### config.mk
export PLATFORM = sky130hd
export DESIGN_NAME = tbs_div
export DESIGN_NICKNAME = d
export VERILOG_FILES = /design/src/rtl/tbs_pkg.sv /design/src/rtl/tbs_div.sv
export SDC_FILE = /design/constraint.sdc
export NUM_CORES = 1
export LEC_CHECK = 0
export ABC_AREA = 1
export ABC_CLOCK_PERIOD_IN_PS = 11300
export BUFFER_PORTS_ARGS = -buffer_cell sky130_fd_sc_hd__buf_2
export CELL_PAD_IN_SITES_DETAIL_PLACEMENT = 1
export CELL_PAD_IN_SITES_GLOBAL_PLACEMENT = 1
export CORE_AREA = 2 2 167 169
export CTS_CLUSTER_SIZE = 8
export DETAILED_ROUTE_END_ITERATION = 16
export DIE_AREA = 0 0 169 171
export PLACE_DENSITY_LB_ADDON = 0.1
export SYNTH_ARGS = -nofsm -noshare
export SYNTH_HDL_FRONTEND = slang
export SYNTH_SLANG_ARGS = --single-unit
### constraint.sdc
create_clock -name clk -period 11.3 [get_ports clk]
set_input_delay 2.26 -clock clk [delete_from_list [all_inputs] [get_ports clk]]
set_output_delay 2.26 -clock clk [all_outputs]
set_load 0.005 [all_outputs]
### src/rtl/tbs_pkg.sv
// tbs_pkg: shared types, constants and helpers of the transient burn shaper
`timescale 1ns / 1ps
package tbs_pkg;

  localparam int MUL_A_W    = 34;
  localparam int MUL_B_W    = 24;
  localparam int PROD_W     = MUL_A_W + MUL_B_W;
  localparam int VAL_W      = 40;
  localparam int DIVD_W     = 56;
  localparam int DIVS_W     = 23;
  localparam int QUO_W      = 32;
  localparam int FRAC_W     = 17;
  localparam int PCT_W      = 7;
  localparam int CFG_IDX_W  = 3;
  localparam int CFG_DATA_W = 16;

  localparam logic [CFG_IDX_W-1:0] REG_SENSE = 3'd0;
  localparam logic [CFG_IDX_W-1:0] REG_BURN  = 3'd1;
  localparam logic [CFG_IDX_W-1:0] REG_EDGE  = 3'd2;
  localparam logic [CFG_IDX_W-1:0] REG_CLIP  = 3'd3;
  localparam logic [CFG_IDX_W-1:0] REG_MIX   = 3'd4;
  localparam logic [CFG_IDX_W-1:0] REG_DECAY = 3'd5;

  localparam logic [15:0] DECAY_RESET = 16'd64857;
  localparam logic [PCT_W-1:0] PCT_MAX = 7'd100;

  localparam logic signed [MUL_B_W-1:0] FAST_ATK = 24'sd4397;
  localparam logic signed [MUL_B_W-1:0] FAST_REL = 24'sd170;
  localparam logic signed [MUL_B_W-1:0] SLOW_ATK = 24'sd114;
  localparam logic signed [MUL_B_W-1:0] SLOW_REL = 24'sd34;
  localparam logic signed [MUL_B_W-1:0] LP_COEF  = 24'sd15095;

  localparam logic signed [VAL_W-1:0] ONE16   = 40'sd65536;
  localparam logic signed [VAL_W-1:0] ONE31   = 40'sd2147483648;
  localparam logic signed [VAL_W-1:0] Q_SAT   = 40'sd196608;
  localparam logic signed [VAL_W-1:0] SOFT_27 = 40'sd1769472;

  typedef enum logic [2:0] {
    ST_IDLE,
    ST_LOAD,
    ST_MUL,
    ST_USE,
    ST_DIV
  } state_t;

  typedef enum logic [3:0] {
    OP_FAST,
    OP_SLOW,
    OP_TRANS,
    OP_DECAY,
    OP_LP,
    OP_DRIVE,
    OP_BITE,
    OP_XD,
    OP_BH,
    OP_QQ,
    OP_NUM,
    OP_CLIP,
    OP_MKP,
    OP_MIX
  } op_t;

  typedef struct packed {
    logic              start;
    logic [DIVD_W-1:0] dividend;
    logic [DIVS_W-1:0] divisor;
  } div_req_t;

  typedef struct packed {
    logic             done;
    logic [QUO_W-1:0] quotient;
  } div_rsp_t;

  function automatic logic [PCT_W-1:0] sat_pct(input logic [CFG_DATA_W-1:0] d);
    logic [PCT_W-1:0] p;
    p = d[PCT_W-1:0];
    return (p > PCT_MAX) ? PCT_MAX : p;
  endfunction

  // round(p * 65536 / 100) as p*655 + floor((36p + 50) / 100)
  function automatic logic [FRAC_W-1:0] frac16(input logic [PCT_W-1:0] p);
    logic [11:0] u;
    logic [25:0] t;
    u = 12'(p) * 12'd36 + 12'd50;
    t = 26'(u) * 26'd10486;
    return FRAC_W'(p) * 17'd655 + FRAC_W'(t[25:20]);
  endfunction

endpackage

### src/rtl/tbs_div.sv
// tbs_div: restoring divider, one quotient bit per cycle
`timescale 1ns / 1ps
module tbs_div import tbs_pkg::*; (
  input  logic     clk,
  input  logic     rst_n,
  input  div_req_t req,
  output div_rsp_t rsp
);

  localparam int CNT_W = $clog2(QUO_W);

  logic [DIVD_W-1:0] rem_r;
  logic [DIVD_W-1:0] dsh_r;
  logic [QUO_W-1:0]  quo_r;
  logic [CNT_W-1:0]  cnt_r;
  logic              busy_r;
  logic              done_r;
  logic              fits;

  assign fits = (rem_r >= dsh_r);

  always_ff @(posedge clk) begin
    if (!rst_n) begin
      busy_r <= 1'b0;
      done_r <= 1'b0;
      cnt_r  <= '0;
    end else begin
      done_r <= 1'b0;
      if (req.start) begin
        rem_r  <= req.dividend;
        dsh_r  <= DIVD_W'(req.divisor) << (QUO_W - 1);
        quo_r  <= '0;
        cnt_r  <= CNT_W'(QUO_W - 1);
        busy_r <= 1'b1;
      end else if (busy_r) begin
        if (fits) begin
          rem_r <= rem_r - dsh_r;
        end
        quo_r <= {quo_r[QUO_W-2:0], fits};
        dsh_r <= dsh_r >> 1;
        if (cnt_r == '0) begin
          busy_r <= 1'b0;
          done_r <= 1'b1;
        end else begin
          cnt_r <= cnt_r - 1'b1;
        end
      end
    end
  end

  assign rsp.done     = done_r;
  assign rsp.quotient = quo_r;

endmodule

==> results.md <==
- Hold slack: 464.4 ps
- CTS Sinks: 149
- Slack of the critical path: 7071 ps
- Fmax: 0.2365 GHz
- Minimum clock period: 4229 ps
- Worst-Skew Late Latency: 450 ps
- Arr. time, crit path: 4310 ps
- Maximum ir drop on the vdd rail: 0.00006315 V
- Clock buffers created by TritonCTS: 17
- Die W: 169 µm
- Number of buffers inserted to repair setup after CTS: 0
- Worst slack, placed: 6629 ps
- Largest area contributor in the netlist: sky130_fd_sc_hd__edfxtp_1
- Worst-path maximum fanout: 84
- Origin of the worst min-delay path: cnt_r[1]$_SDFFE_PN0P_
- Mean routed wirelength per cell: 16.15 µm
- Netlist area before placement: 0.01147 mm²
- Post-synthesis area per instance: 6.729 µm²
- Ys async rst share: 0
- Overall via count from detail_route: 10500
- Number of detailed-routing iterations run before antenna repair: 5
- Maximum number of pins on one net before global-route repair: 100
- Pins Over Slew Limit: 0
- Nature of the critical path startpoint: input port
- TritonCTS clock tree: yes
- Layout net count: 1955
- Max_cap viols: 0
- Post-Route Skew: 14.15 ps
- FF+latch count, synth: 149
- Core Area: 0.02732 mm²
- Number of cells on the worst hold path: 2
- Status: finished, final reports clean
- Final Util: 0.4759
- Layout filler cell count: 3669
- CTS Hold Bufs: 0
- Element type at the critical path end: flip-flop
- Final weighted congestion in routability-driven placement: 0.9305
- Count of cells along the worst register-to-register path: 10
- Number of non-filler instances in the completed layout: 2175
- Starting Density: 0.4196
- Final setup violation count: 0
- Setup TNS: 0 ps
- Boundary pin count: 115
- Post-synth cell types: 35
- Storage element area: 0.004404 mm²
- Final critical-path share of the clock period: 0.3742
- Initial DRC count: 520
- Final Hold Vio Count: 0
- RSZ-0062 raised after global routing: no
- Ratio of total power to cell area: 139.3 mW/mm²
- Data required time of the worst path: 11380 ps
- Overflow after GRT: 0
- DRT antenna net count: 0
- Detailed-route DRC error count: 0
- Critical setup path kind: in2reg
- Cell at the root of the clock tree: sky130_fd_sc_hd__clkbuf_16
- Portion of synthesized cell area occupied by the leading cell type: 0.3719
- Non-Filler Cell Area, Final: 0.01300 mm²
- Port Buffers: 114
- ANT cells: 0
- Htree depth: 4
- Number of synthesized flops with an enable pin: 142
- Minimum setup slack among reg-to-reg paths: 7940 ps
- Leading post-synthesis cells by cell area: sky130_fd_sc_hd__edfxtp_1 (37%), sky130_fd_sc_hd__nand2_1 (21%), sky130_fd_sc_hd__inv_1 (13%), sky130_fd_sc_hd__ha_1 (6.1%), sky130_fd_sc_hd__nor2_1 (4.3%)
- Share of cells above drive strength 1: 0.1422
- Synth Instances: 1704
- # resized after CTS: 0
- Antenna violations before repair: 0
- Vias/cell: 4.826
- Global-route usage over all layers: 0.2534
- Critical R2R Launch: rem_r[41]$_DFFE_PP_
- Number of global-route vias before repair: 11010
- HPWL after detailed placement: 28.32 mm
- Class of the most critical hold timing path: reg2reg
- Leakage: 6.931 nW
- Worst Tran Pin Value: 912.2 ps
- Wirelength, routed: 35.12 mm
- Area occupied by multi-input gates: 0.005469 mm²
- Most common flop cell mapped by yosys: sky130_fd_sc_hd__edfxtp_1
- Synth warn: 0
- Clock edge transition at the registers on the reported setup and hold paths: 70 ps
- Global-route wire length before repair: 56.42 mm
- Clock buffer depth: 2
- Endpoint with the worst hold slack: cnt_r[1]$_SDFFE_PN0P_
- Max transition margin: 0.3919
- Synth Net Count: 1843
- Number of rows created at floorplan: 61
- Share of the yosys chip area belonging to registers: 0.3841
- Height of the chip: 171 µm
- Overall power of the completed layout: 1.811 mW
- Layout Area Growth over Synthesis: 13.40%
- Worst r2r dst: rem_r[53]$_DFFE_PP_
- Area after detailed placement: 0.01242 mm²
- Area of the die: 0.02890 mm²
- Count of placed standard cells including taps: 2143
[logic make-up (layout without fill, tap and decap cells)]
group,Yosys count,in the layout,synth area share
flops,149,149,0.3841
buf+inv,425,550,0.1399
simple gates,965,965,0.3609
fa+ha+maj,57,57,0.06285
xor+xnor,14,14,0.01069
compound gates,94,94,0.04158
[routing by layer]
| layer | vias to the layer above | wire [µm] | global-route usage | share of wire |
|---|---|---|---|---|
| li1 | 5388 | - | - | - |
| met1 | 4907 | 15980 | 0.3194 | 0.46 |
| met2 | 155 | 16840 | 0.4387 | 0.48 |
| met3 | 47 | 1201 | 0.03794 | 0.034 |
| met4 | 0 | 1094 | 0.09810 | 0.031 |
| met5 | - | 0 | 0 | 0 |
[final cells by class]
type	count	share of cell area
multi-input combinational	1130	0.4206
sequential	149	0.3387
inverter	399	0.1152
timing repair buffer	119	0.04725
tap	346	0.03329
clock buffer	17	0.03272
clock inverter	15	0.01222
[registers in the layout, summed over array words and instances, names as in the netlist]
| register | cells |
|---|---|
| busy_r | 1 |
| done_r | 1 |
| quo_r | 32 |
| dsh_r | 54 |
| cnt_r | 5 |
| rem_r | 56 |
[placed cells by master, fill, tap and decap left out, types with 2 or more instances in the layout]
cell type / count
sky130_fd_sc_hd__o21ai_0: 37
sky130_fd_sc_hd__nor2_4: 12
sky130_fd_sc_hd__or2_2: 12
sky130_fd_sc_hd__nor3_1: 7
sky130_fd_sc_hd__nand3_2: 9
sky130_fd_sc_hd__nor3_2: 5
sky130_fd_sc_hd__inv_6: 4
sky130_fd_sc_hd__clkinvlp_4: 2
sky130_fd_sc_hd__nand4_1: 12
sky130_fd_sc_hd__a21oi_1: 46
sky130_fd_sc_hd__buf_4: 5
sky130_fd_sc_hd__clkbuf_16: 17
sky130_fd_sc_hd__dfxtp_1: 7
sky130_fd_sc_hd__nor2_1: 130
sky130_fd_sc_hd__clkinv_4: 2
sky130_fd_sc_hd__nand2_2: 26
sky130_fd_sc_hd__ha_1: 56
sky130_fd_sc_hd__xnor2_1: 8
sky130_fd_sc_hd__nand3b_1: 2
sky130_fd_sc_hd__inv_1: 383
sky130_fd_sc_hd__buf_2: 113
sky130_fd_sc_hd__o21ai_1: 7
sky130_fd_sc_hd__edfxtp_1: 142
sky130_fd_sc_hd__inv_8: 5
sky130_fd_sc_hd__or2_1: 2
sky130_fd_sc_hd__inv_2: 15
sky130_fd_sc_hd__xor2_1: 6
sky130_fd_sc_hd__nor2_2: 28
sky130_fd_sc_hd__nand2_1: 630
sky130_fd_sc_hd__nand3_1: 87
[critical path, cell delays in order]
cell,delay [ps]
sky130_fd_sc_hd__buf_6,420
sky130_fd_sc_hd__inv_1,230
sky130_fd_sc_hd__a21oi_4,170
sky130_fd_sc_hd__buf_4,430
sky130_fd_sc_hd__buf_4,660
[synth_stat cells, types with 14 or more instances]
cell                       number
sky130_fd_sc_hd__a21oi_1       47
sky130_fd_sc_hd__clkbuf_1      17
sky130_fd_sc_hd__edfxtp_1     142
sky130_fd_sc_hd__ha_1          56
sky130_fd_sc_hd__inv_1        384
sky130_fd_sc_hd__inv_2         14
sky130_fd_sc_hd__nand2_1      630
sky130_fd_sc_hd__nand2_2       26
sky130_fd_sc_hd__nand3_1       87
sky130_fd_sc_hd__nor2_1       130
sky130_fd_sc_hd__nor2_2        28
sky130_fd_sc_hd__o21ai_0       37
[report_power, final]
part	internal [mW]	total (mW)	switching (mW)
Combinational	0.173	0.552	0.380
Sequential	0.662	0.677	0.0150
Clock	0.313	0.582	0.269
[how the worst max path moves through the flow]
stage	from	end	slack (ps)	cells past startpoint
3_5_place_dp	req[79]	dsh_r[33]$_DFFE_PP_	6630	5
6_report	req[79]	dsh_r[34]$_DFFE_PP_	7070	5
4_1_cts	req[79]	dsh_r[32]$_DFFE_PP_	7060	5
2_1_floorplan	req[79]	rem_r[0]$_DFFE_PP_	2640	6
5_1_grt	req[79]	dsh_r[34]$_DFFE_PP_	6840	5
3_3_place_gp	req[79]	dsh_r[32]$_DFFE_PP_	6720	5
(Power assumes the default switching activity.)
